==> src/sv/hrst_pkg.sv <==
// Package with the item types, phase codes and fixed sizes of the HTTP request tokenizer.
`default_nettype none
package hrst_pkg;

  // One input item.
  typedef struct packed {
    logic       req_type;
    logic [1:0] conn_id;
    logic [7:0] data_byte;
  } in_item_t;

  // One result item.
  typedef struct packed {
    logic [1:0]  out_conn;
    logic [3:0]  byte_class;
    logic [7:0]  out_byte;
    logic        kept;
    logic [8:0]  position;
    logic [3:0]  entry_index;
    logic        entry_done;
    logic [31:0] length_value;
    logic [1:0]  status;
  } out_item_t;

  // Byte kinds found by the front end.
  typedef enum logic [3:0] {
    BK_OTHER = 4'd0,
    BK_SPACE = 4'd1,
    BK_QMARK = 4'd2,
    BK_AMP   = 4'd3,
    BK_EQ    = 4'd4,
    BK_COLON = 4'd5,
    BK_CR    = 4'd6,
    BK_LF    = 4'd7,
    BK_DIGIT = 4'd8
  } byte_kind_t;

  // Classified item passed from the front end to the back end.
  typedef struct packed {
    logic       req_type;
    logic [1:0] conn_id;
    logic [7:0] data_byte;
    logic [7:0] lower_byte;
    byte_kind_t kind;
  } cls_item_t;

  // Parser phases, one-hot.
  typedef enum logic [10:0] {
    PH_METHOD  = 11'b00000000001,
    PH_PATH    = 11'b00000000010,
    PH_QUERY   = 11'b00000000100,
    PH_VERSION = 11'b00000001000,
    PH_LF      = 11'b00000010000,
    PH_HKEY    = 11'b00000100000,
    PH_HVAL    = 11'b00001000000,
    PH_BODY_LF = 11'b00010000000,
    PH_BODY    = 11'b00100000000,
    PH_DONE    = 11'b01000000000,
    PH_ERR     = 11'b10000000000
  } phase_t;

  // Byte classes.
  localparam logic [3:0] CLS_NONE    = 4'd0;
  localparam logic [3:0] CLS_METHOD  = 4'd1;
  localparam logic [3:0] CLS_PATH    = 4'd2;
  localparam logic [3:0] CLS_QKEY    = 4'd3;
  localparam logic [3:0] CLS_QVAL    = 4'd4;
  localparam logic [3:0] CLS_VERSION = 4'd5;
  localparam logic [3:0] CLS_HKEY    = 4'd6;
  localparam logic [3:0] CLS_HVAL    = 4'd7;
  localparam logic [3:0] CLS_BODY    = 4'd8;

  // Status codes.
  localparam logic [1:0] ST_BUSY  = 2'd0;
  localparam logic [1:0] ST_DONE  = 2'd1;
  localparam logic [1:0] ST_ERROR = 2'd2;

  // Fixed capacities.
  localparam int METHOD_CAP  = 8;
  localparam int QKEY_CAP    = 32;
  localparam int QVAL_CAP    = 64;
  localparam int QPAIR_MAX   = 8;
  localparam int CL_NAME_LEN = 14;

  // Lower-case letters of the length header name.
  function automatic logic [7:0] cl_char(input logic [3:0] idx);
    logic [7:0] c;
    begin
      case (idx)
        4'd0: c = "c";
        4'd1: c = "o";
        4'd2: c = "n";
        4'd3: c = "t";
        4'd4: c = "e";
        4'd5: c = "n";
        4'd6: c = "t";
        4'd7: c = "-";
        4'd8: c = "l";
        4'd9: c = "e";
        4'd10: c = "n";
        4'd11: c = "g";
        4'd12: c = "t";
        4'd13: c = "h";
        default: c = 8'd0;
      endcase
      return c;
    end
  endfunction

endpackage
`default_nettype wire

==> src/sv/hrst_front.sv <==
// Front end: accepts items, classifies the byte and registers the result.
`default_nettype none
module hrst_front import hrst_pkg::*; (
  input  wire logic      clk,
  input  wire logic      rst,
  input  wire in_item_t  in_item,
  input  wire logic      in_valid,
  output logic           in_ready,
  output cls_item_t      cls_item,
  output logic           cls_valid,
  input  wire logic      cls_ready
);

  cls_item_t  cls_next;
  byte_kind_t kind;

  // Byte classification.
  always_comb begin
    case (in_item.data_byte)
      8'h20: kind = BK_SPACE;
      8'h3F: kind = BK_QMARK;
      8'h26: kind = BK_AMP;
      8'h3D: kind = BK_EQ;
      8'h3A: kind = BK_COLON;
      8'h0D: kind = BK_CR;
      8'h0A: kind = BK_LF;
      default: kind = (in_item.data_byte inside {[8'h30:8'h39]}) ? BK_DIGIT : BK_OTHER;
    endcase
    cls_next.req_type   = in_item.req_type;
    cls_next.conn_id    = in_item.conn_id;
    cls_next.data_byte  = in_item.data_byte;
    cls_next.lower_byte = (in_item.data_byte inside {[8'h41:8'h5A]}) ?
                          in_item.data_byte + 8'd32 : in_item.data_byte;
    cls_next.kind       = kind;
  end

  assign in_ready = !cls_valid || cls_ready;

  // Pipeline register toward the queue.
  always_ff @(posedge clk) begin
    if (rst) begin
      cls_valid <= 1'b0;
    end else if (in_ready) begin
      cls_valid <= in_valid;
    end
  end

  always_ff @(posedge clk) begin
    if (in_ready && in_valid) begin
      cls_item <= cls_next;
    end
  end

endmodule
`default_nettype wire

==> src/sv/hrst_queue.sv <==
// Short queue of classified items between the front and back ends.
`default_nettype none
module hrst_queue import hrst_pkg::*; #(
  parameter int DEPTH = 4
) (
  input  wire logic      clk,
  input  wire logic      rst,
  input  wire cls_item_t wr_item,
  input  wire logic      wr_valid,
  output logic           wr_ready,
  output cls_item_t      rd_item,
  output logic           rd_valid,
  input  wire logic      rd_ready
);

  localparam int AW = (DEPTH > 1) ? $clog2(DEPTH) : 1;

  cls_item_t      slots [DEPTH];
  logic [AW-1:0]  wr_ptr;
  logic [AW-1:0]  rd_ptr;
  logic [AW:0]    count;
  logic           do_wr;
  logic           do_rd;

  assign wr_ready = (count != (AW+1)'(DEPTH));
  assign rd_valid = (count != '0);
  assign rd_item  = slots[rd_ptr];
  assign do_wr    = wr_valid && wr_ready;
  assign do_rd    = rd_valid && rd_ready;

  // Pointers and fill count.
  always_ff @(posedge clk) begin
    if (rst) begin
      wr_ptr <= '0;
      rd_ptr <= '0;
      count  <= '0;
    end else begin
      if (do_wr) begin
        wr_ptr <= (wr_ptr == AW'(DEPTH - 1)) ? '0 : wr_ptr + 1'b1;
      end
      if (do_rd) begin
        rd_ptr <= (rd_ptr == AW'(DEPTH - 1)) ? '0 : rd_ptr + 1'b1;
      end
      count <= count + (AW+1)'(do_wr) - (AW+1)'(do_rd);
    end
  end

  always_ff @(posedge clk) begin
    if (do_wr) begin
      slots[wr_ptr] <= wr_item;
    end
  end

endmodule
`default_nettype wire

==> src/sv/hrst_back.sv <==
// Back end: per-connection parser state update and result register.
`default_nettype none
module hrst_back import hrst_pkg::*; #(
  parameter int CONNECTIONS = 4,
  parameter int PATH_LEN    = 64,
  parameter int QUERY_LEN   = 64,
  parameter int HEADERS     = 8,
  parameter int FIELD_LEN   = 32,
  parameter int BODY_BYTES  = 512
) (
  input  wire logic      clk,
  input  wire logic      rst,
  input  wire cls_item_t cls_item,
  input  wire logic      cls_valid,
  output logic           cls_ready,
  output out_item_t      res_item,
  output logic           res_valid,
  input  wire logic      res_ready
);

  localparam int PCW = $clog2(PATH_LEN);
  localparam int QBW = $clog2(QUERY_LEN);
  localparam int HW  = $clog2(HEADERS + 1);
  localparam int BSW = $clog2(BODY_BYTES + 1);

  // Per-connection state, each entry used at the item's connection.
  phase_t         phase         [CONNECTIONS];
  logic [5:0]     token_pos     [CONNECTIONS];
  logic [PCW-1:0] path_count    [CONNECTIONS];
  logic [QBW-1:0] query_bytes   [CONNECTIONS];
  logic [HW-1:0]  header_total  [CONNECTIONS];
  logic [3:0]     pair_total    [CONNECTIONS];
  logic [4:0]     pair_key_pos  [CONNECTIONS];
  logic [5:0]     pair_val_pos  [CONNECTIONS];
  logic           pair_in_value [CONNECTIONS];
  logic [31:0]    body_length   [CONNECTIONS];
  logic [31:0]    body_seen     [CONNECTIONS];
  logic [BSW-1:0] body_stored   [CONNECTIONS];
  logic           name_matches  [CONNECTIONS];
  logic           digits_open   [CONNECTIONS];
  logic [31:0]    digit_accum   [CONNECTIONS];

  phase_t         ph_n;
  logic [5:0]     tp_n;
  logic [PCW-1:0] pc_n;
  logic [QBW-1:0] qb_n;
  logic [HW-1:0]  ht_n;
  logic [3:0]     pt_n;
  logic [4:0]     kp_n;
  logic [5:0]     vp_n;
  logic           iv_n;
  logic [31:0]    bl_n;
  logic [31:0]    bs_n;
  logic [BSW-1:0] bst_n;
  logic           nm_n;
  logic           do_n;
  logic [31:0]    da_n;
  out_item_t      res_next;
  logic           in_range;
  logic           fire;
  logic [1:0]     c;
  logic [7:0]     b;
  logic [35:0]    acc_x10;
  logic [35:0]    acc_sum;

  assign c         = cls_item.conn_id;
  assign b         = cls_item.data_byte;
  assign in_range  = (32'(c) < 32'(CONNECTIONS));
  assign cls_ready = !res_valid || res_ready;
  assign fire      = cls_valid && cls_ready;

  // Decimal accumulate with saturation.
  assign acc_x10 = {4'd0, digit_accum[c]} * 36'd10;
  assign acc_sum = acc_x10 + {28'd0, b - 8'h30};

  // State update for the item's connection.
  always_comb begin
    ph_n = phase[c];        tp_n = token_pos[c];     pc_n = path_count[c];
    qb_n = query_bytes[c];  ht_n = header_total[c];  pt_n = pair_total[c];
    kp_n = pair_key_pos[c]; vp_n = pair_val_pos[c];  iv_n = pair_in_value[c];
    bl_n = body_length[c];  bs_n = body_seen[c];     bst_n = body_stored[c];
    nm_n = name_matches[c]; do_n = digits_open[c];   da_n = digit_accum[c];
    res_next = '0;
    res_next.out_conn = c;
    if (in_range) begin
      if (cls_item.req_type) begin
        ph_n = PH_METHOD; tp_n = '0; pc_n = '0; qb_n = '0; ht_n = '0; pt_n = '0;
        kp_n = '0; vp_n = '0; iv_n = 1'b0; bl_n = '0; bs_n = '0; bst_n = '0;
        nm_n = 1'b1; do_n = 1'b1; da_n = '0;
      end else begin
        res_next.out_byte = b;
        case (phase[c])
          PH_METHOD: begin
            if (cls_item.kind == BK_SPACE) begin
              ph_n = PH_PATH;
              tp_n = '0;
            end else begin
              res_next.byte_class = CLS_METHOD;
              if (32'(token_pos[c]) < METHOD_CAP - 1) begin
                res_next.kept = 1'b1;
                res_next.position = 9'(token_pos[c]);
                tp_n = token_pos[c] + 6'd1;
              end else begin
                ph_n = PH_ERR;
              end
            end
          end
          PH_PATH: begin
            if (cls_item.kind == BK_SPACE) begin
              ph_n = PH_VERSION;
            end else if (cls_item.kind == BK_QMARK) begin
              ph_n = PH_QUERY;
            end else begin
              res_next.byte_class = CLS_PATH;
              if (32'(path_count[c]) < PATH_LEN - 1) begin
                res_next.kept = 1'b1;
                res_next.position = 9'(path_count[c]);
                pc_n = path_count[c] + 1'b1;
              end else begin
                ph_n = PH_ERR;
              end
            end
          end
          PH_QUERY: begin
            if (cls_item.kind == BK_SPACE) begin
              if (32'(pair_total[c]) < QPAIR_MAX && pair_key_pos[c] != '0) begin
                res_next.entry_index = pair_total[c];
                res_next.entry_done = 1'b1;
                pt_n = pair_total[c] + 4'd1;
              end
              ph_n = PH_VERSION;
            end else begin
              res_next.byte_class = pair_in_value[c] ? CLS_QVAL : CLS_QKEY;
              if (32'(query_bytes[c]) < QUERY_LEN - 1) begin
                qb_n = query_bytes[c] + 1'b1;
                if (32'(pair_total[c]) < QPAIR_MAX) begin
                  res_next.entry_index = pair_total[c];
                  if (cls_item.kind == BK_AMP) begin
                    res_next.byte_class = CLS_NONE;
                    if (pair_key_pos[c] != '0) begin
                      res_next.entry_done = 1'b1;
                      pt_n = pair_total[c] + 4'd1;
                    end
                    kp_n = '0;
                    vp_n = '0;
                    iv_n = 1'b0;
                  end else if (cls_item.kind == BK_EQ && !pair_in_value[c]) begin
                    res_next.byte_class = CLS_NONE;
                    iv_n = 1'b1;
                  end else if (!pair_in_value[c]) begin
                    if (32'(pair_key_pos[c]) < QKEY_CAP - 1) begin
                      res_next.kept = 1'b1;
                      res_next.position = 9'(pair_key_pos[c]);
                      kp_n = pair_key_pos[c] + 5'd1;
                    end
                  end else if (32'(pair_val_pos[c]) < QVAL_CAP - 1) begin
                    res_next.kept = 1'b1;
                    res_next.position = 9'(pair_val_pos[c]);
                    vp_n = pair_val_pos[c] + 6'd1;
                  end
                end
              end
            end
          end
          PH_VERSION: begin
            if (cls_item.kind == BK_CR) begin
              ph_n = PH_LF;
            end else begin
              res_next.byte_class = CLS_VERSION;
            end
          end
          PH_LF: begin
            if (cls_item.kind == BK_LF) begin
              ph_n = PH_HKEY;
              tp_n = '0;
              nm_n = 1'b1;
              do_n = 1'b1;
              da_n = '0;
            end else begin
              ph_n = PH_ERR;
            end
          end
          PH_HKEY: begin
            if (cls_item.kind == BK_CR) begin
              ph_n = PH_BODY_LF;
            end else if (cls_item.kind == BK_COLON) begin
              if (32'(token_pos[c]) != CL_NAME_LEN) begin
                nm_n = 1'b0;
              end
              ph_n = PH_HVAL;
              tp_n = '0;
            end else begin
              res_next.byte_class = CLS_HKEY;
              if (32'(header_total[c]) < HEADERS) begin
                res_next.entry_index = 4'(header_total[c]);
                if (32'(token_pos[c]) < FIELD_LEN - 1) begin
                  res_next.kept = 1'b1;
                  res_next.position = 9'(token_pos[c]);
                  if (32'(token_pos[c]) >= CL_NAME_LEN ||
                      cls_item.lower_byte != cl_char(token_pos[c][3:0])) begin
                    nm_n = 1'b0;
                  end
                  tp_n = token_pos[c] + 6'd1;
                end
              end
            end
          end
          PH_HVAL: begin
            if (cls_item.kind == BK_SPACE && token_pos[c] == '0) begin
              ph_n = PH_HVAL;
            end else if (cls_item.kind == BK_CR) begin
              if (32'(header_total[c]) < HEADERS) begin
                if (name_matches[c]) begin
                  bl_n = digit_accum[c];
                end
                res_next.entry_index = 4'(header_total[c]);
                res_next.entry_done = 1'b1;
                ht_n = header_total[c] + 1'b1;
              end
              ph_n = PH_LF;
            end else begin
              res_next.byte_class = CLS_HVAL;
              if (32'(header_total[c]) < HEADERS) begin
                res_next.entry_index = 4'(header_total[c]);
                if (32'(token_pos[c]) < FIELD_LEN - 1) begin
                  res_next.kept = 1'b1;
                  res_next.position = 9'(token_pos[c]);
                  tp_n = token_pos[c] + 6'd1;
                  if (digits_open[c]) begin
                    if (cls_item.kind == BK_DIGIT) begin
                      da_n = (acc_sum[35:32] != '0) ? 32'hFFFF_FFFF : acc_sum[31:0];
                    end else begin
                      do_n = 1'b0;
                    end
                  end
                end
              end
            end
          end
          PH_BODY_LF: begin
            if (cls_item.kind == BK_LF) begin
              ph_n = (body_length[c] == '0) ? PH_DONE : PH_BODY;
            end else begin
              ph_n = PH_ERR;
            end
          end
          PH_BODY: begin
            res_next.byte_class = CLS_BODY;
            if (32'(body_stored[c]) < BODY_BYTES) begin
              res_next.kept = 1'b1;
              res_next.position = 9'(body_stored[c]);
              bst_n = body_stored[c] + 1'b1;
            end
            bs_n = body_seen[c] + 32'd1;
            if (bs_n >= body_length[c]) begin
              ph_n = PH_DONE;
            end
          end
          default: begin
            res_next.byte_class = CLS_NONE;
          end
        endcase
      end
      res_next.length_value = bl_n;
      if (ph_n == PH_DONE) begin
        res_next.status = ST_DONE;
      end else if (ph_n == PH_ERR) begin
        res_next.status = ST_ERROR;
      end else begin
        res_next.status = ST_BUSY;
      end
    end
  end

  // Parser state registers.
  always_ff @(posedge clk) begin
    if (rst) begin
      for (int i = 0; i < CONNECTIONS; i++) begin
        phase[i] <= PH_METHOD;       token_pos[i] <= '0;     path_count[i] <= '0;
        query_bytes[i] <= '0;        header_total[i] <= '0;  pair_total[i] <= '0;
        pair_key_pos[i] <= '0;       pair_val_pos[i] <= '0;  pair_in_value[i] <= 1'b0;
        body_length[i] <= '0;        body_seen[i] <= '0;     body_stored[i] <= '0;
        name_matches[i] <= 1'b1;     digits_open[i] <= 1'b1; digit_accum[i] <= '0;
      end
    end else if (fire && in_range) begin
      phase[c] <= ph_n;          token_pos[c] <= tp_n;     path_count[c] <= pc_n;
      query_bytes[c] <= qb_n;    header_total[c] <= ht_n;  pair_total[c] <= pt_n;
      pair_key_pos[c] <= kp_n;   pair_val_pos[c] <= vp_n;  pair_in_value[c] <= iv_n;
      body_length[c] <= bl_n;    body_seen[c] <= bs_n;     body_stored[c] <= bst_n;
      name_matches[c] <= nm_n;   digits_open[c] <= do_n;   digit_accum[c] <= da_n;
    end
  end

  // Result register.
  always_ff @(posedge clk) begin
    if (rst) begin
      res_valid <= 1'b0;
    end else if (cls_ready) begin
      res_valid <= cls_valid;
    end
  end

  always_ff @(posedge clk) begin
    if (fire) begin
      res_item <= res_next;
    end
  end

endmodule
`default_nettype wire

==> src/sv/http_request_stream_tokenizer.sv <==
// Top level of the HTTP/1.1 request tokenizer.
//
// Usage: input items (a start marker or one request byte, with a connection
// number) are pushed while full is low. Each item gives exactly one result
// item, available while empty is low and taken with pop.
// A start item clears that connection's parser state. Each byte is tagged as
// method, path, query, version, header or body, with its position, kept flag,
// entry number, current content length and request status.
// Path: an accepted item is held in the front register, then in a queue
// slot, and then its result in the result register; the queue output is read
// straight from its slot.
// Throughput: one item per cycle while pop keeps up, with the state update in
// the back end combinational.
// When pop stays low, results hold and the queue fills; full rises once the
// queue and both registers are occupied, and nothing is lost.
// Reset (rst, synchronous) empties the pipeline and returns every
// connection to the method phase with all counts cleared.
`default_nettype none
module http_request_stream_tokenizer import hrst_pkg::*; #(
  parameter int CONNECTIONS = 4,
  parameter int PATH_LEN    = 64,
  parameter int QUERY_LEN   = 64,
  parameter int HEADERS     = 8,
  parameter int FIELD_LEN   = 32,
  parameter int BODY_BYTES  = 512
) (
  input  wire logic     clk,
  input  wire logic     rst,
  input  wire in_item_t in_item,
  input  wire logic     push,
  output logic          full,
  output out_item_t     out_item,
  output logic          empty,
  input  wire logic     pop
);

  cls_item_t f_item;
  logic      f_valid;
  logic      f_ready;
  cls_item_t q_item;
  logic      q_valid;
  logic      q_ready;
  logic      in_ready;
  logic      res_valid;

  assign full  = !in_ready;
  assign empty = !res_valid;

  hrst_front u_front (
    .clk(clk), .rst(rst), .in_item(in_item), .in_valid(push), .in_ready(in_ready),
    .cls_item(f_item), .cls_valid(f_valid), .cls_ready(f_ready)
  );

  hrst_queue #(.DEPTH(4)) u_queue (
    .clk(clk), .rst(rst), .wr_item(f_item), .wr_valid(f_valid), .wr_ready(f_ready),
    .rd_item(q_item), .rd_valid(q_valid), .rd_ready(q_ready)
  );

  hrst_back #(
    .CONNECTIONS(CONNECTIONS), .PATH_LEN(PATH_LEN), .QUERY_LEN(QUERY_LEN),
    .HEADERS(HEADERS), .FIELD_LEN(FIELD_LEN), .BODY_BYTES(BODY_BYTES)
  ) u_back (
    .clk(clk), .rst(rst), .cls_item(q_item), .cls_valid(q_valid), .cls_ready(q_ready),
    .res_item(out_item), .res_valid(res_valid), .res_ready(pop)
  );

endmodule
`default_nettype wire

==> config.mk <==
export PLATFORM = sky130hd
export DESIGN_NAME = http_request_stream_tokenizer
export DESIGN_NICKNAME = d
export VERILOG_FILES = /design/src/sv/hrst_pkg.sv /design/src/sv/hrst_front.sv /design/src/sv/hrst_queue.sv /design/src/sv/hrst_back.sv /design/src/sv/http_request_stream_tokenizer.sv
export SDC_FILE = /design/constraint.sdc
export NUM_CORES = 2
export LEC_CHECK = 0
export BUFFER_PORTS_ARGS = -buffer_cell sky130_fd_sc_hd__buf_2
export CELL_PAD_IN_SITES_DETAIL_PLACEMENT = 1
export CELL_PAD_IN_SITES_GLOBAL_PLACEMENT = 2
export CORE_MARGIN = 5
export CORE_UTILIZATION = 40
export DETAILED_ROUTE_END_ITERATION = 16
export PLACE_DENSITY_LB_ADDON = 0.1
export RECOVER_POWER = 25
export SETUP_SLACK_MARGIN = 0.3
export SYNTH_ARGS = -nofsm -noshare
export SYNTH_HDL_FRONTEND = slang
export SYNTH_SLANG_ARGS = --single-unit
==> constraint.sdc <==
create_clock -name clk -period 9.5 [get_ports clk]
set_clock_uncertainty 0.05 [all_clocks]
set_input_delay 1.425 -clock clk [delete_from_list [all_inputs] [get_ports clk]]
set_output_delay 1.425 -clock clk [all_outputs]
set_load 0.1 [all_outputs]
==> results <==
- The max-slew violation count came to 262.
- In the final design database the tool counted 3,735 nets.
- Hold repair after CTS inserted 0 buffers.
- The post-route clock period utilization is 86.6%.
- The async set-or-reset flop fraction in the synthesized netlist is 0%.
- The root buffer cell chosen for the clock tree is clkbuf_16.
- The number of filler instances in the final layout is 11,000.
- After detailed routing, the wire length on met1 is 58,800 µm.
- The critical path is of the reg2reg type.
- The pin count of the biggest net entering global routing is 123.
- The share of the Yosys chip area taken by registers is 56.9%.
- The data required time of the critical path is 9830 ps.
- Dividing the detail-routed wire length by the instance count gives 25.6 µm.
- The final-report hold violation count was 0.
- The critical path capture point type is a flop.
- The number of synthesized flops with an enable pin is 775.
- Of all nets on the critical path, the largest fanout is 38.
- The met2 routed wirelength is 63,000 µm.
- The initial standard-cell utilization of the core is 40.2%.
- The run finished, with violations left.
- In this run the top signal layer used is met4.
- The proportion of layout cells with a drive suffix above 1 is 10.7%.
- The post-synthesis cell type count is 104.
- The pin slew with the least headroom to its limit is 4180 ps.
- The via count of the first global-routing pass is 31,000.
- For this block, the routed nets add up to 129,000 µm of wire.
- After synthesis, the most frequently instantiated cells are 775 x edfxtp_1, 585 x nor2_1, 359 x nand2_1.
- Setup repair after global routing left no endpoint under its margin.
- The average instance area after synthesis is 11.7 µm².
- At the later pin of the worst-skew pair, clock insertion delay measures 670 ps.
- The worst pin sits at a relative slew slack of -178%.
- The via density per instance is 5.74.
- In this run the power density over the cells is 393 nW/µm².
- For the finished layout, the period the worst path requires is 8230 ps.
- The floorplan step defined a die boundary enclosing 110,000 µm².
- In this run the remaining antenna-violating nets after routing total 0.
- The total DRC errors in the routed layout is 0.
- In this run the horizontal extent of the chip is 332 µm.
- Across the VDD grid, the largest voltage drop is 0.360 mV.
- In the final timing run, aggregate negative setup slack is 0 ps.
- The number of antenna violations at the first check in global routing is 3.
- The number of setup violations in the final report is 0.
- After synthesis the cells add up to 41,500 µm².
- The met3 wirelength from detailed routing is 5500 µm.
- The data arrival time of the worst path is 8560 ps.
- The congestion estimate from routability-driven global placement came to 0.841.
- The number of placement rows is 118.
- Post-CTS repair changed the size of 0 cells.
- The most frequent cell after synthesis is edfxtp_1.
- Sorting the synthesized cells by area gives the leading types as edfxtp_1 56%, mux4_2 6.5%, nor2_1 5.3%, ha_1 3.6%, nand2_1 3.2%.
- The y dimension of the die is 332 µm.
- Summed over all instances, the cell type with the most area after synthesis is edfxtp_1.
- The worst setup timing slack at the placement stage is 1260 ps.
- The type of the most critical hold path is reg2reg.
- The HPWL after detailed placement is 83,100 µm.
- After clock tree synthesis, the clock-pin slew on the worst setup and hold paths is 60 ps.
- The number of top-level pins is 80.
- The detailed-route via count is 29,000.
- The TritonCTS clock tree is yes.
- The checks that failed: max-capacitance violations, max-slew violations.
- The first global-routing pass estimated 195,000 µm of wire.
- For this run, the leading register cell type out of synthesis is edfxtp_1.
- The number of maximum-capacitance constraint violations is 5.
- The area overhead of the layout relative to synthesis is 11.1%.
- The highest clock frequency the design can meet is 0.122 GHz.
- The number of nets produced by synthesis is 3,690.
- Yosys printed 0 warnings.
- The area of the core is 103,000 µm².
- Port buffering added 79 buffers.
- The global-route total usage across every layer is 23.0%.
- The clock net in this run drives a total of 792 sinks.
- The number of optimization iterations in the first detailed-route pass is 5.
- Summing internal, switching and leakage power gives 18.1 mW.
- Synthesis handed over a netlist of 3,553 instances.
- The element type at the critical path start is a flop.
- The clock tree synthesis step divided the H-tree into 3 levels.
- The flop and latch count out of synthesis is 792.
- TritonCTS created 92 clock buffers.
- The longest clock path from root to sink contains 3 buffers.
- The top cell type's share of synthesized area is 56.1%.
- The DRC marker count from the first detailed-route iteration is 2,265.
- The final worst hold slack is 444 ps.
- Post-CTS timing repair inserted 0 buffers for setup.
- After layout, the worst setup slack is 1270 ps.
- The leakage power total is 17.1 nW.
- Summed over all layers, the global routing overflow is 0.
-- through the flow --
step	utilization [%]	instances	area, µm²
5_1_grt	44.6	5049	46100
4_1_cts	44.7	5049	46200
3_3_place_gp	41.9	4884	43300
3_5_place_dp	41.9	4884	43300
6_report	44.6	5050	46100
2_1_floorplan	-	3553	41500
-- cell families after synthesis --
family                     share of synthesized area, %
AOI/OAI and AO/OA                                  8.50
xor gates and xnor gates                           3.16
adders and majority gates                          3.73
buffers and inverters                              3.85
DFF                                                56.9
muxes                                              9.01
other                                           0.00903
and+or+nand+nor                                    14.9
-- sequential cells by signal, summed over array words and instances, names as in the netlist, 40 cells and up, named ones only --
signal,flops
u_back.body_stored,40
u_back.digit_accum,128
u_back.body_seen,128
u_back.phase,44
u_back.body_length,128
u_back.res_item,63
u_queue.slots,72
-- layer usage --
| layer | global-route usage (%) | vias up |
|---|---|---|
| met5 | 0 | - |
| met4 | 4.82 | 0 |
| met3 | 2.58 | 145 |
| met2 | 39.4 | 623 |
| met1 | 32.0 | 15100 |
| li1 | - | 13100 |
-- where the power goes --
| group | switching (mW) | internal (mW) |
|---|---|---|
| combinational | 6.80 | 2.90 |
| clock | 1.46 | 2.05 |
| sequential | 0.197 | 4.70 |
| total | 8.46 | 9.65 |
-- worst paths after layout --
| kind | startpoint | to | slack [ps] | cells past startpoint |
|---|---|---|---|---|
| hold / removal | u_back.name_matches[1] | u_back.name_matches[1] | 440 | 1 |
| setup reg to reg | flop | u_back.digit_accum[1][1] | 1270 | 16 |
| hold reg to reg | u_back.name_matches[1] | u_back.name_matches[1] | 440 | 1 |
| setup / recovery | flop | u_back.digit_accum[1][1] | 1270 | 16 |
-- cell type report --
| type | count | area (µm²) | area share, % |
|---|---|---|---|
| Timing Repair Buffer | 135 | 759 | 1.65 |
| Inverter | 181 | 687 | 1.49 |
| Antenna cell | 1 | 2.50 | 0.00543 |
| Clock buffer | 111 | 2490 | 5.39 |
| Clock inverter | 54 | 477 | 1.03 |
| Tap cell | 1380 | 1730 | 3.74 |
| Sequential cell | 792 | 23600 | 51.2 |
| Multi-Input combinational cell | 2396 | 16400 | 35.5 |
-- worst max-delay path, cell delays in order (launching register included) --
cell	delay (ps)
dfxtp_1	980
mux4_4	700
buf_4	560
mux4_2	680
xor2_1	200
ha_1	410
and2_1	220
a311oi_1	360
and2_1	360
o21a_1	210
o211ai_1	200
nor4b_1	770
nand4_1	340
nor4_2	360
mux2_2	720
o32ai_1	680
nor2_1	110
-- placed cells by master, fill, tap and decap left out, drive strengths merged, types with 60 or more instances in the layout --
cell    netlist  routed
nor2        587     587
nand2       361     361
xor2         72      72
mux4        120     120
nor3         60      60
a21o         69      69
inv         181     184
a21oi       183     183
o21ai        94      94
mux2i        75      75
xnor2        77      77
edfxtp      775     775
clkbuf      103     189
ha          119     119
Power figures use the tool's default switching activity.
